[src/rtl/shcu_pkg.sv]
// Package: types, constants and functions shared by the SHA-256 unit.
package shcu_pkg;

  localparam int unsigned NumWords = 8;
  localparam int unsigned NumRegs  = 8;
  localparam int unsigned AddrW    = 5;
  localparam int unsigned DataW    = 32;

  localparam logic [7:0] PadByte = 8'h80;

  localparam logic [31:0] InitReset [NumWords] = '{
    32'hcbbb9d5d, 32'h629a292a, 32'h9159015a, 32'h152fecd8,
    32'h67332667, 32'h8eb44a87, 32'hdb0c2e0d, 32'h47b5481d
  };

  localparam logic [31:0] RoundK [64] = '{
    32'h428a2f98, 32'h71374491, 32'hb5c0fbcf, 32'he9b5dba5,
    32'h3956c25b, 32'h59f111f1, 32'h923f82a4, 32'hab1c5ed5,
    32'hd807aa98, 32'h12835b01, 32'h243185be, 32'h550c7dc3,
    32'h72be5d74, 32'h80deb1fe, 32'h9bdc06a7, 32'hc19bf174,
    32'he49b69c1, 32'hefbe4786, 32'h0fc19dc6, 32'h240ca1cc,
    32'h2de92c6f, 32'h4a7484aa, 32'h5cb0a9dc, 32'h76f988da,
    32'h983e5152, 32'ha831c66d, 32'hb00327c8, 32'hbf597fc7,
    32'hc6e00bf3, 32'hd5a79147, 32'h06ca6351, 32'h14292967,
    32'h27b70a85, 32'h2e1b2138, 32'h4d2c6dfc, 32'h53380d13,
    32'h650a7354, 32'h766a0abb, 32'h81c2c92e, 32'h92722c85,
    32'ha2bfe8a1, 32'ha81a664b, 32'hc24b8b70, 32'hc76c51a3,
    32'hd192e819, 32'hd6990624, 32'hf40e3585, 32'h106aa070,
    32'h19a4c116, 32'h1e376c08, 32'h2748774c, 32'h34b0bcb5,
    32'h391c0cb3, 32'h4ed8aa4a, 32'h5b9cca4f, 32'h682e6ff3,
    32'h748f82ee, 32'h78a5636f, 32'h84c87814, 32'h8cc70208,
    32'h90befffa, 32'ha4506ceb, 32'hbef9a3f7, 32'hc67178f2
  };

  typedef logic [31:0] word_t;

  // Control from the sequencer to the round unit.
  typedef struct packed {
    logic       load;     // copy chain words into working words
    logic       round;    // run one round
    logic [5:0] rnd;      // round index
    logic       fold;     // add working words into chain words
  } rnd_ctrl_t;

  function automatic word_t rotr(word_t x, int unsigned s);
    return (x >> s) | (x << (32 - s));
  endfunction

endpackage

[src/rtl/shcu_sched.sv]
// Message schedule: 16-word window, byte packing and in-place expansion.
module shcu_sched
  import shcu_pkg::*;
(
  input  logic       clk_i,
  input  logic       put_i,      // write one byte
  input  logic [5:0] pos_i,      // byte position in block
  input  logic [7:0] byte_i,
  input  logic       shift_i,    // advance window one word
  input  logic       clear_i,    // zero window after a block
  output word_t      w_o          // word for the current round
);
  word_t win_q [16];
  word_t x, y, s0, s1, nw;

  always_comb begin
    x  = win_q[1];
    y  = win_q[14];
    s0 = rotr(x, 7) ^ rotr(x, 18) ^ (x >> 3);
    s1 = rotr(y, 17) ^ rotr(y, 19) ^ (y >> 10);
    nw = win_q[0] + s0 + win_q[9] + s1;
  end

  // Window: bytes packed big-endian, then shifted one word per round.
  always_ff @(posedge clk_i) begin
    if (clear_i) begin
      for (int i = 0; i < 16; i++) win_q[i] <= '0;
    end else if (shift_i) begin
      for (int i = 0; i < 15; i++) win_q[i] <= win_q[i+1];
      win_q[15] <= nw;
    end else if (put_i) begin
      win_q[pos_i[5:2]][(3 - pos_i[1:0]) * 8 +: 8] <= byte_i;
    end
  end

  assign w_o = win_q[0];
endmodule

[config.mk]
export PLATFORM = sky130hd
export DESIGN_NAME = shcu_sched
export DESIGN_NICKNAME = d
export VERILOG_FILES = /design/src/rtl/shcu_pkg.sv /design/src/rtl/shcu_sched.sv
export SDC_FILE = /design/constraint.sdc
export NUM_CORES = 1
export LEC_CHECK = 0
export BUFFER_PORTS_ARGS = -buffer_cell sky130_fd_sc_hd__buf_2
export CORE_MARGIN = 4
export CORE_UTILIZATION = 39
export DETAILED_ROUTE_END_ITERATION = 8
export GPL_TIMING_DRIVEN = 0
export PLACE_DENSITY_LB_ADDON = 0.08
export RECOVER_POWER = 50
export SYNTH_ARGS = -nofsm -noshare
export SYNTH_HDL_FRONTEND = slang
export SYNTH_SLANG_ARGS = --single-unit
[constraint.sdc]
create_clock -name clk_i -period 7.8 [get_ports clk_i]
set_clock_uncertainty 0.2 [all_clocks]
set_input_delay 1.56 -clock clk_i [delete_from_list [all_inputs] [get_ports clk_i]]
set_output_delay 1.56 -clock clk_i [all_outputs]
set_load 0.02 [all_outputs]
==> metrics.cfg <==
[setup_path]
cp_cell_sequence = xnor2_1 -> xnor2_1 -> fa_1 -> inv_1 -> fa_1 -> inv_1 -> ha_1 -> inv_1 -> fa_1 -> nor2b_4 -> o31ai_2 -> a21oi_2 -> a221o_1 -> a41oi_4 -> o21ai_2 -> a41oi_2 -> xnor2_1 -> o22ai_2
end_kind = register
start_kind = register
ff2ff_setup_slack_ps = 2500
r2r-start = win_q[1][4]$_DFFE_PP_
critPathArrivalTime_ps = 5450
timing.rr.end = win_q[15][31]$_DFFE_PP_
slowest_delay_ps = 550
worstPathMaxFanout = 5
crit_slowest_cell = edfxtp_1
rr_worst_depth = 18
worst_ep_required_time_ps = 7960
critPathKind = register to register

[placement]
portBuffers = 47
globalplace.congestion = 0.899
post_dp_cell_area_sq_mm = 0.0275
detailed_place_hpwl_microns = 63200

[die]
io_pins = 50
fp.dieW_microns = 267
num_rows = 94
core_sq_mm = 0.0662
die_h_microns = 267
dieArea_sq_mm = 0.0714
start_util = 0.396

[synthesis]
synthXorXnorAreaFrac = 0.0478
synth_area_leaders = edfxtp_1 (59%), a22o_1 (10%), fa_1 (4.7%), nand3b_1 (4.6%), o21ai_0 (4.3%)
synth_top_family_by_area = compound AO/OA/AOI/OAI gates
synth_fa_ha_area_frac = 0.0645
yosys.area_share.simple = 0.0949
synth_top_flop_cell = edfxtp_1
netlist_instances = 2043
ys_seq_elements = 512
synth.most_common_cell = edfxtp_1
syn_area_sq_mm = 0.0262
synth.area.mux_share = 0.000382
syn_nets = 2159
synth_compound_area_frac = 0.175
seq_area_frac_synth = 0.587
yosys.area.top_type = edfxtp_1
async_reset_ff_frac = 0
synth_edf_count = 512
yosysWarnings = 0
yosys-top-cells-count = edfxtp_1 (512), a22o_1 (312), o21ai_0 (227)
synth.top_cell.area_share = 0.587
postSynthAreaPerCell_sq_um = 12.8
yosysUniqueCellTypes = 56

[sta]
rsz0062_at_grt = no
setup_viol = 0
fmax_mhz = 189
finalHoldViolCount = 0
fin_crit_sh = 0.679
tightest_slew_ps = 1250
slew_violations = 0
post-route-min-period_ps = 5300
fin_tns_setup_ps = 0
max_slew_margin = 0.170

[final_layout]
layout-area-overhead-vs-synth_pct = 12.0
nets = 2265
largest_register_ff_count = 512
largestRegisters = win_q x512
fin_area_sq_mm = 0.0294
fill_cells = 6100
drive_gt1_frac = 0.0492
largest_register = win_q

[grt]
grt_pass1_wl_microns = 120000
antenna_found_initial = 2
first_global_vias = 16724
grt_usage = 0.232
gr-total-overflow = 0
grt_start_max_net_pins = 16

[detailed_routing]
drtAntennaViolNets = 0
wl_microns = 83900
drt_pass1_iterations = 6
avgRoutedWirePerCell_microns = 27.4
vias = 17565
drtIter0Drc = 1632
vias_per_cell = 5.74
route.detailed.drc = 0

[run_status]
status = finished clean

[power]
p_sw_frac = 0.362
power.leakage_uw = 0.0106
peakVddDrop_v = 0.000202
powerDensity_mw_per_mm2 = 347
p_clk_frac = 0.265
switching_power_uw = 3680
p_comb_frac = 0.371
internal_power_uw = 6490
sequentialPowerShare = 0.364

[clock_network]
holdBufCountCts = 0
cts-resized-gates = 0
post-cts-setup-buffers = 0
clock-sinks = 512
clk_latency_ps = 620
cts_tree = built
clk_pin_slew_ps = 60
numCtsBuffers = 57
ctsLongestPathBuffers = 3
clockRootBuffer = clkbuf_16
cts-htree-levels = 2

[min_path]
hold_depth = 1
hold_end = win_q[7][8]$_DFFE_PP_
worstHoldStart = win_q[8][8]$_DFFE_PP_
hp-class = register to register

[run]
max_cap_violations = 0

## routing by layer
layer,up-vias,share of wire,track usage
li1,8008,-,-
met1,8745,0.44,0.333
met2,698,0.46,0.371
met3,112,0.072,0.0402
met4,2,0.024,0.0563
met5,-,0.00014,0
## cell type report
| type | instances | area [sq um] | area share |
|---|---|---|---|
| antenna | 1 | 2.50 | 0.0000853 |
| buffer | 139 | 524 | 0.0179 |
| clock buffer | 70 | 1500 | 0.0510 |
| clock inverter | 37 | 372 | 0.0127 |
| inverter | 76 | 285 | 0.00972 |
| multi-input combinational | 1316 | 10000 | 0.342 |
| sequential | 512 | 15400 | 0.524 |
| tap | 864 | 1080 | 0.0368 |
| timing repair buffer | 47 | 193 | 0.00656 |
## through the flow
| step | utilization | total power (uW) | cells | setup WS (ps) | hold WS (ps) |
|---|---|---|---|---|---|
| 2_1_floorplan | - | 6270 | 2043 | 3460 | 296 |
| 3_3_place_gp | 0.416 | 7400 | 2954 | 2540 | 316 |
| 3_5_place_dp | 0.416 | 7390 | 2954 | 2480 | 313 |
| 4_1_cts | 0.444 | 10200 | 3061 | 2520 | 325 |
| 5_1_grt | 0.443 | 10700 | 3061 | 2370 | 336 |
| 6_report | 0.443 | 10200 | 3062 | 2500 | 329 |
## power by group through the flow
| stage | Clock (uW) | Sequential, uW | Combinational (uW) |
|---|---|---|---|
| after global routing | 2870 | 3720 | 4110 |
| after CTS | 2740 | 3700 | 3710 |
| final | 2700 | 3710 | 3770 |
| after global placement | 0 | 3750 | 3650 |
| after floorplan | 0 | 3620 | 2640 |
| after detailed placement | 0 | 3740 | 3650 |
## worst max-delay path: cells and delay by family, from the launching register on
kind	cells	cell delay, ps
AO/OA/AOI/OAI	7	1460
XOR/XNOR	3	920
adder cells (fa/ha/maj)	4	1530
buffers and inverters	3	230
flip-flops	1	550
AND/OR/NAND/NOR	1	150
## kinds of logic after synthesis
family	count (synthesis)
AO/OA/AOI/OAI	637
XOR/XNOR	143
adder cells (fa/ha/maj)	98
buffers and inverters	215
flip-flops	512
multiplexers	1
AND/OR/NAND/NOR	437
## cell usage in the layout (no fill, tap or decap), types with 11 or more instances in the layout
cell type and count:
o21ai_0 227, xnor2_1 115, xor2_1 28, clkinv_1 14
nor2b_1 11, fa_1 62, a22o_1 312, a21o_1 14
clkbuf_16 58, nand3b_1 162, inv_1 76, buf_2 15
and2_0 23, a21oi_1 26, clkinv_2 13, clkbuf_1 182
o22ai_1 21, nand2_1 118, nor2_1 66, edfxtp_1 512
ha_1 36
## worst max path at each step
stage,startpoint,endpoint,slack [ps],cells after the start
global route,win_q[14][20]$_DFFE_PP_,win_q[15][31]$_DFFE_PP_,2370,18
floorplan,win_q[1][19]$_DFFE_PP_,win_q[15][19]$_DFFE_PP_,3460,18
finish,win_q[1][4]$_DFFE_PP_,win_q[15][31]$_DFFE_PP_,2500,18
global placement,clear_i,win_q[4][26]$_DFFE_PP_,2540,5
CTS,win_q[1][4]$_DFFE_PP_,win_q[15][31]$_DFFE_PP_,2520,18
detailed placement,clear_i,win_q[5][23]$_DFFE_PP_,2480,5
No activity file was read; power rests on OpenSTA's default activity.
